File: src/rtl/lru_cache_miss_counter_top_assert.svh
`ifndef LRU_CACHE_MISS_COUNTER_TOP_ASSERT_SVH
`define LRU_CACHE_MISS_COUNTER_TOP_ASSERT_SVH

// same-cycle implication
`define LCMC_ASSERT_NOW(label, clk, rst, a, c) \
  label: assert property (@(posedge clk) disable iff (rst) (a) |-> (c)) \
    else $error("lcmc assertion failed");

// next-cycle implication
`define LCMC_ASSERT_NEXT(label, clk, rst, a, c) \
  label: assert property (@(posedge clk) disable iff (rst) (a) |=> (c)) \
    else $error("lcmc assertion failed");

`endif

File: src/rtl/lcmc_pkg.sv
package lcmc_pkg;

  localparam int KEY_W = 32;
  localparam int CAP_W = 5;
  localparam int OCC_W = 5;
  localparam int MISS_W = 32;
  localparam int MAX_ENTRIES_DEFAULT = 16;
  localparam logic [CAP_W-1:0] CAP_RESET = 5'd16;

  typedef struct packed {
    logic hit;
    logic evict;
    logic insert;
  } lcmc_ctrl_t;

endpackage

File: src/rtl/lcmc_lookup.sv
module lcmc_lookup #(
  parameter int MAX_ENTRIES = lcmc_pkg::MAX_ENTRIES_DEFAULT,
  parameter int RW = (MAX_ENTRIES > 1) ? $clog2(MAX_ENTRIES) : 1,
  parameter int CW = $clog2(MAX_ENTRIES + 1)
) (
  input  logic [lcmc_pkg::KEY_W-1:0] key,
  input  logic [lcmc_pkg::KEY_W-1:0] keys [MAX_ENTRIES],
  input  logic [RW-1:0]              ranks [MAX_ENTRIES],
  input  logic [CW-1:0]              count,
  input  logic [lcmc_pkg::CAP_W-1:0] capacity,
  output lcmc_pkg::lcmc_ctrl_t       ctrl,
  output logic [MAX_ENTRIES-1:0]     sel,
  output logic [RW-1:0]              sel_rank,
  output logic [lcmc_pkg::KEY_W-1:0] evicted_key,
  output logic [CW-1:0]              count_next
);
  import lcmc_pkg::*;

  logic [MAX_ENTRIES-1:0] occ;
  logic [MAX_ENTRIES-1:0] match;
  logic [MAX_ENTRIES-1:0] oldest;
  logic [31:0] cap32;
  logic [31:0] cap_eff;
  logic [RW-1:0] last_rank;
  logic full;

  always_comb begin
    cap32 = {{(32-CAP_W){1'b0}}, capacity};
    if (cap32 == 32'd0) begin
      cap_eff = 32'd1;
    end else if (cap32 > 32'(MAX_ENTRIES)) begin
      cap_eff = 32'(MAX_ENTRIES);
    end else begin
      cap_eff = cap32;
    end
    full = 32'(count) >= cap_eff;
    last_rank = RW'(count - CW'(1));
    for (int i = 0; i < MAX_ENTRIES; i++) begin
      occ[i] = CW'(i) < count;
      match[i] = occ[i] && (keys[i] == key);
      oldest[i] = occ[i] && (ranks[i] == last_rank);
    end
    ctrl.hit = |match;
    ctrl.evict = !ctrl.hit && full;
    ctrl.insert = !ctrl.hit && !full;
    sel_rank = '0;
    evicted_key = '0;
    for (int i = 0; i < MAX_ENTRIES; i++) begin
      if (ctrl.hit) begin
        sel[i] = match[i];
      end else if (ctrl.evict) begin
        sel[i] = oldest[i];
      end else begin
        sel[i] = CW'(i) == count;
      end
      if (sel[i]) begin
        sel_rank = sel_rank | ranks[i];
      end
      if (ctrl.evict && oldest[i]) begin
        evicted_key = evicted_key | keys[i];
      end
    end
    count_next = count + CW'(ctrl.insert);
  end

endmodule

File: src/rtl/lcmc_store.sv
module lcmc_store #(
  parameter int MAX_ENTRIES = lcmc_pkg::MAX_ENTRIES_DEFAULT,
  parameter int RW = (MAX_ENTRIES > 1) ? $clog2(MAX_ENTRIES) : 1,
  parameter int CW = $clog2(MAX_ENTRIES + 1)
) (
  input  logic                       clk,
  input  logic                       rst,
  input  logic                       item_valid,
  input  logic [lcmc_pkg::KEY_W-1:0] key,
  input  lcmc_pkg::lcmc_ctrl_t       ctrl,
  input  logic [MAX_ENTRIES-1:0]     sel,
  input  logic [RW-1:0]              sel_rank,
  input  logic [CW-1:0]              count_next,
  output logic [lcmc_pkg::KEY_W-1:0] keys [MAX_ENTRIES],
  output logic [RW-1:0]              ranks [MAX_ENTRIES],
  output logic [CW-1:0]              count
);
  import lcmc_pkg::*;

  always_ff @(posedge clk) begin
    if (rst) begin
      count <= '0;
      for (int i = 0; i < MAX_ENTRIES; i++) begin
        ranks[i] <= '0;
      end
    end else if (item_valid) begin
      count <= count_next;
      for (int i = 0; i < MAX_ENTRIES; i++) begin
        if (sel[i]) begin
          ranks[i] <= '0;
        end else if ((CW'(i) < count) && (ctrl.insert || (ranks[i] < sel_rank))) begin
          ranks[i] <= ranks[i] + RW'(1);
        end
      end
    end
  end

  // key storage, no reset: only occupied entries are ever read
  always_ff @(posedge clk) begin
    for (int i = 0; i < MAX_ENTRIES; i++) begin
      if (item_valid && !ctrl.hit && sel[i]) begin
        keys[i] <= key;
      end
    end
  end

endmodule

File: src/rtl/lru_cache_miss_counter_top.sv
// Result path: an accepted item is registered into in_valid and in_key, is looked
//   up, and its result is registered onto the result ports with done high.
// Throughput: one item per cycle while busy is low; the parallel tag compare
//   and rank update between the input register and the state registers set this.
// Reset (rst, synchronous): empties the cache, clears the miss total, sets the
//   capacity to 16; busy stays high until the first clock edge after rst falls.
module lru_cache_miss_counter_top #(
  parameter int MAX_ENTRIES = lcmc_pkg::MAX_ENTRIES_DEFAULT
) (
  input  logic                              clk,
  input  logic                              rst,
  input  logic                              start,
  output logic                              busy,
  input  logic signed [lcmc_pkg::KEY_W-1:0] access_key,
  input  logic                              cfg_write,
  input  logic [lcmc_pkg::CAP_W-1:0]        cfg_data,
  output logic                              done,
  output logic                              hit,
  output logic                              evicted_valid,
  output logic signed [lcmc_pkg::KEY_W-1:0] evicted_key,
  output logic [lcmc_pkg::MISS_W-1:0]       miss_count,
  output logic [lcmc_pkg::OCC_W-1:0]        occupancy
);
  import lcmc_pkg::*;
  `include "lru_cache_miss_counter_top_assert.svh"

  localparam int RW = (MAX_ENTRIES > 1) ? $clog2(MAX_ENTRIES) : 1;
  localparam int CW = $clog2(MAX_ENTRIES + 1);

  logic             in_valid;
  logic [KEY_W-1:0] in_key;
  logic [CAP_W-1:0] capacity;
  logic [MISS_W-1:0] miss_total;
  logic [MISS_W-1:0] miss_total_next;

  logic [KEY_W-1:0] keys [MAX_ENTRIES];
  logic [RW-1:0]    ranks [MAX_ENTRIES];
  logic [CW-1:0]    count;
  logic [CW-1:0]    count_next;
  lcmc_ctrl_t       ctrl;
  logic [MAX_ENTRIES-1:0] sel;
  logic [RW-1:0]    sel_rank;
  logic [KEY_W-1:0] ev_key;

  always_ff @(posedge clk) begin
    if (rst) begin
      busy <= 1'b1;
      in_valid <= 1'b0;
      capacity <= CAP_RESET;
    end else begin
      busy <= 1'b0;
      in_valid <= start && !busy;
      if (cfg_write) begin
        capacity <= cfg_data;
      end
    end
  end

  always_ff @(posedge clk) begin
    if (start && !busy) begin
      in_key <= access_key;
    end
  end

  lcmc_lookup #(.MAX_ENTRIES(MAX_ENTRIES), .RW(RW), .CW(CW)) u_lookup (
    .key        (in_key),
    .keys       (keys),
    .ranks      (ranks),
    .count      (count),
    .capacity   (capacity),
    .ctrl       (ctrl),
    .sel        (sel),
    .sel_rank   (sel_rank),
    .evicted_key(ev_key),
    .count_next (count_next)
  );

  lcmc_store #(.MAX_ENTRIES(MAX_ENTRIES), .RW(RW), .CW(CW)) u_store (
    .clk       (clk),
    .rst       (rst),
    .item_valid(in_valid),
    .key       (in_key),
    .ctrl      (ctrl),
    .sel       (sel),
    .sel_rank  (sel_rank),
    .count_next(count_next),
    .keys      (keys),
    .ranks     (ranks),
    .count     (count)
  );

  always_comb begin
    miss_total_next = miss_total;
    if (!ctrl.hit && (miss_total != {MISS_W{1'b1}})) begin
      miss_total_next = miss_total + MISS_W'(1);
    end
  end

  always_ff @(posedge clk) begin
    if (rst) begin
      done <= 1'b0;
      miss_total <= '0;
    end else begin
      done <= in_valid;
      if (in_valid) begin
        miss_total <= miss_total_next;
      end
    end
  end

  always_ff @(posedge clk) begin
    if (in_valid) begin
      hit <= ctrl.hit;
      evicted_valid <= ctrl.evict;
      evicted_key <= ev_key;
      occupancy <= OCC_W'(count_next);
    end
  end

  assign miss_count = miss_total;

  `LCMC_ASSERT_NEXT(a_result_follows, clk, rst, in_valid, done)
  `LCMC_ASSERT_NOW(a_hit_no_evict, clk, rst, done, !(hit && evicted_valid))
  `LCMC_ASSERT_NOW(a_evkey_zero, clk, rst, done && !evicted_valid, evicted_key == '0)
  `LCMC_ASSERT_NOW(a_lookup_onehot, clk, rst, in_valid, $onehot(sel))

endmodule

File: config.mk
export PLATFORM = sky130hd
export DESIGN_NAME = lru_cache_miss_counter_top
export DESIGN_NICKNAME = d
export VERILOG_FILES = /design/src/rtl/lcmc_pkg.sv /design/src/rtl/lcmc_lookup.sv /design/src/rtl/lcmc_store.sv /design/src/rtl/lru_cache_miss_counter_top.sv
export VERILOG_INCLUDE_DIRS = /design/src /design/src/rtl
export SDC_FILE = /design/constraint.sdc
export NUM_CORES = 2
export LEC_CHECK = 0
export BUFFER_PORTS_ARGS = -buffer_cell sky130_fd_sc_hd__buf_2
export CORE_ASPECT_RATIO = 1.25
export CORE_MARGIN = 4
export CORE_UTILIZATION = 42
export CTS_BUF_LIST = sky130_fd_sc_hd__clkbuf_8 sky130_fd_sc_hd__clkbuf_16
export CTS_CLUSTER_SIZE = 12
export DETAILED_ROUTE_END_ITERATION = 7
export PLACE_DENSITY_LB_ADDON = 0.12
export SYNTH_ARGS = -nofsm -noshare
export SYNTH_HDL_FRONTEND = slang
export SYNTH_SLANG_ARGS = --single-unit
File: constraint.sdc
create_clock -name clk -period 10.2 [get_ports clk]
set_clock_uncertainty 0.05 [all_clocks]
set_input_delay 3.06 -clock clk [delete_from_list [all_inputs] [get_ports clk]]
set_output_delay 3.06 -clock clk [all_outputs]
set_load 0.01 [all_outputs]
==> impl_metrics.json <==
{
  "rr_startpoint": "in_key[18]$_DFFE_PP_",
  "drt_iter0_markers": 3500,
  "synthFlopType": "edfxtp_1",
  "cts.sinks": 692,
  "cts_root_buf": "clkbuf_16",
  "ys_ff_latch": 692,
  "yosys.cell_count.top_type": "edfxtp_1",
  "cp-start-kind": "register",
  "grt_pass1_wl_microns": 213000,
  "routedWlPerCell_microns": 35.2,
  "rsz0062_at_grt": "false",
  "synth_adder_area_share_pct": 2.61,
  "finalInstanceArea_sq_mm": 0.0409,
  "finalHoldViolCount": 0,
  "place_hpwl_microns": 113000,
  "yosys.area_share.simple_pct": 13.8,
  "p_total_w": 0.00616,
  "hold_depth": 2,
  "hold_class": "register to register",
  "path_clk_slew_ps": 60,
  "worstMarginPinSlew_ps": 1440,
  "antenna_found_initial": 5,
  "max-vdd-ir-drop_uv": 123,
  "maxCapViolations": 0,
  "wl_microns": 154000,
  "dr_wl_met3_microns": 13200,
  "power_leakage_nw": 13.0,
  "drc_errors": 0,
  "synth_top_family_by_area": "XOR/XNOR gates",
  "dr.pass1.iters": 8,
  "die_area_sq_mm": 0.0916,
  "h-tree-depth": 3,
  "worstSetupEndpointType": "register",
  "synth_mux_area_share_pct": 0.672,
  "yosysTopAreaCellShare_pct": 48.0,
  "fmax_ghz": 0.127,
  "power.density_mw_per_mm2": 151,
  "crit_required_ps": 10710,
  "fin_util_pct": 47.6,
  "drive_gt1_share_pct": 12.3,
  "yosysUniqueCellTypes": 88,
  "top_layer_used": "met5",
  "pre_cts_slack_ps": 2570,
  "die_y_microns": 337,
  "numCtsBuffers": 78,
  "timing.final.ws_setup_ps": 2350,
  "rr_endpoint": "u_store.ranks[55]$_SDFFE_PP0P_",
  "cts_max_path_buffers": 3,
  "yosysSeqAreaShare_pct": 54.0,
  "core_sq_mm": 0.0859,
  "ff2ff_setup_slack_ps": 2350,
  "crit_type": "register to register",
  "synth_xor_area_share_pct": 15.3,
  "syn_area_sq_mm": 0.0365,
  "overflow": 0,
  "finalMaxSlewViolations": 0,
  "synth_edf_count": 583,
  "grt_max_degree": 46,
  "synth_area_leaders": "edfxtp_1 (48%), xnor2_1 (12%), dfxtp_1 (6.0%)",
  "vias": 28000,
  "via_per_inst": 6.40,
  "setup_viol": 0,
  "syn2layout_area_growth_pct": 12.1,
  "synth_warnings": 0,
  "cp_data_arrival_time_ps": 8360,
  "ant_nets": 0,
  "syn_inst": 3042,
  "hold_end": "miss_count[10]$_SDFFE_PP0P_",
  "dpl_cell_area_sq_mm": 0.0385,
  "die_w_microns": 272,
  "rr_worst_depth": 20,
  "hold_start": "miss_count[10]$_SDFFE_PP0P_",
  "crit_fanout": 36,
  "cts_setup_buffers": 0,
  "cts_hold_buf": 0,
  "status": "completed",
  "cts_tree": "done",
  "start_util_pct": 42.5,
  "io-pin-count": 114,
  "wl_met1_microns": 59900,
  "tns_ps": 0,
  "gp_congestion": 1.04,
  "min_period_over_period_pct": 76.9,
  "synth_common_cells": "edfxtp_1 (583), xnor2_1 (480), nand4_1 (225), nand2_1 (176), a22oi_1 (166)",
  "syn_nets": 3159,
  "grt_usage_pct": 32.8,
  "yosysTopAreaCell": "edfxtp_1",
  "row_count": 120,
  "fin_crit_ps": 7850,
  "async_reset_ff_share_pct": 0,
  "fin_nets": 3278,
  "synth_compound_area_share_pct": 10.5,
  "max_slew_margin_pct": 3.39,
  "insertion_delay_ps": 650,
  "wl_met2_microns": 71500,
  "nFillCells": 7793,
  "port_buffers": 113,
  "syn_area_per_cell_sq_um": 12.0,
  "cts_resized": 0,
  "grt_pass1_vias": 27200
}
==> worst max-delay path, stage by stage, from the launching register on <==
cell and delay, ps:
edfxtp_1 600, buf_4 490, xnor2_1 220, nand4_1 140, or4_1 540, nor3_1 1100, nor4_1 220, nand4_4 630
o21ai_0 420, a22o_1 330, a221oi_1 230, nand3_1 130, nor2_1 720, buf_4 330, ha_1 250, o21a_1 160
o21a_1 160, o21ai_0 280, o21ai_2 150, or3_1 370, a21oi_1 160
==> sequential cells by signal, summed over array words and instances, names as in the netlist, 5 cells and up <==
register and cells:
u_store.keys 512, u_store.ranks 64, evicted_key 32, in_key 32, miss_count 32, capacity 5
occupancy 5, u_store.count 5
==> area by class of cell <==
type / count / area [sq um] / area share (%)
sequential: 692 / 19700 / 48.2
timing repair buffer: 210 / 1290 / 3.17
clock inverter: 53 / 328 / 0.802
clock buffer: 83 / 2040 / 5.00
tap: 1159 / 1450 / 3.55
antenna: 2 / 5.00 / 0.0122
inverter: 54 / 203 / 0.496
multi-input combinational: 2125 / 15900 / 38.8
==> cell families (layout without fill, tap and decap cells) <==
family | Yosys count | after routing
multiplexers | 23 | 23
AO/OA/AOI/OAI | 505 | 505
flip-flops | 692 | 692
adder cells (fa/ha/maj) | 76 | 76
buffers and inverters | 225 | 400
other | 0 | 2
AND/OR/NAND/NOR | 908 | 908
XOR/XNOR | 613 | 613
==> metal layers <==
layer	up-vias	track usage (%)
met5	-	0
met2	1594	53.2
met3	322	6.00
li1	11900	-
met1	14200	42.0
met4	2	17.2
==> worst max-delay path by stage <==
stage | start | endpoint | slack (ps) | depth (start not counted)
2_1_floorplan | u_store.count[0]$_SDFFE_PP0P_ | u_store.ranks[31]$_SDFFE_PP0P_ | 4330 | 23
3_3_place_gp | in_key[19]$_DFFE_PP_ | u_store.ranks[63]$_SDFFE_PP0P_ | 2620 | 21
3_5_place_dp | in_key[18]$_DFFE_PP_ | u_store.ranks[55]$_SDFFE_PP0P_ | 2570 | 20
4_1_cts | in_key[18]$_DFFE_PP_ | u_store.ranks[55]$_SDFFE_PP0P_ | 2540 | 20
5_1_grt | in_key[18]$_DFFE_PP_ | u_store.ranks[13]$_SDFFE_PP0P_ | 2150 | 20
6_report | in_key[18]$_DFFE_PP_ | u_store.ranks[55]$_SDFFE_PP0P_ | 2350 | 20
==> layout by cell type, fill, tap and decap left out, types with 16 or more instances in the layout <==
cell type	n
edfxtp_1	583
xnor2_1	480
nand4_1	225
nand2_1	176
a22oi_1	166
xor2_1	118
buf_2	113
dfxtp_1	107
nor2_1	105
buf_4	97
a21oi_1	81
clkbuf_16	80
ha_1	76
nand3_1	74
inv_1	71
or3_1	63
nor4_1	56
nor3_1	49
o21ai_0	47
a222oi_1	44
a22o_1	30
nand2b_1	23
or4_1	18
nor2_4	16
==> per-stage QoR <==
| stage | hold WS (ps) | cells |
|---|---|---|
| after floorplan | 411 | 3042 |
| after global placement | 435 | 4240 |
| after detailed placement | 451 | 4240 |
| after CTS | 462 | 4376 |
| after global routing | 486 | 4376 |
| final | 464 | 4378 |
==> where the power goes <==
part	switching, W	internal, W	total [W]
Combinational	0.000254	0.0000991	0.000353
Clock	0.00120	0.00151	0.00271
Sequential	0.0000194	0.00307	0.00309
Total	0.00147	0.00468	0.00616
(Power assumes the default switching activity.)
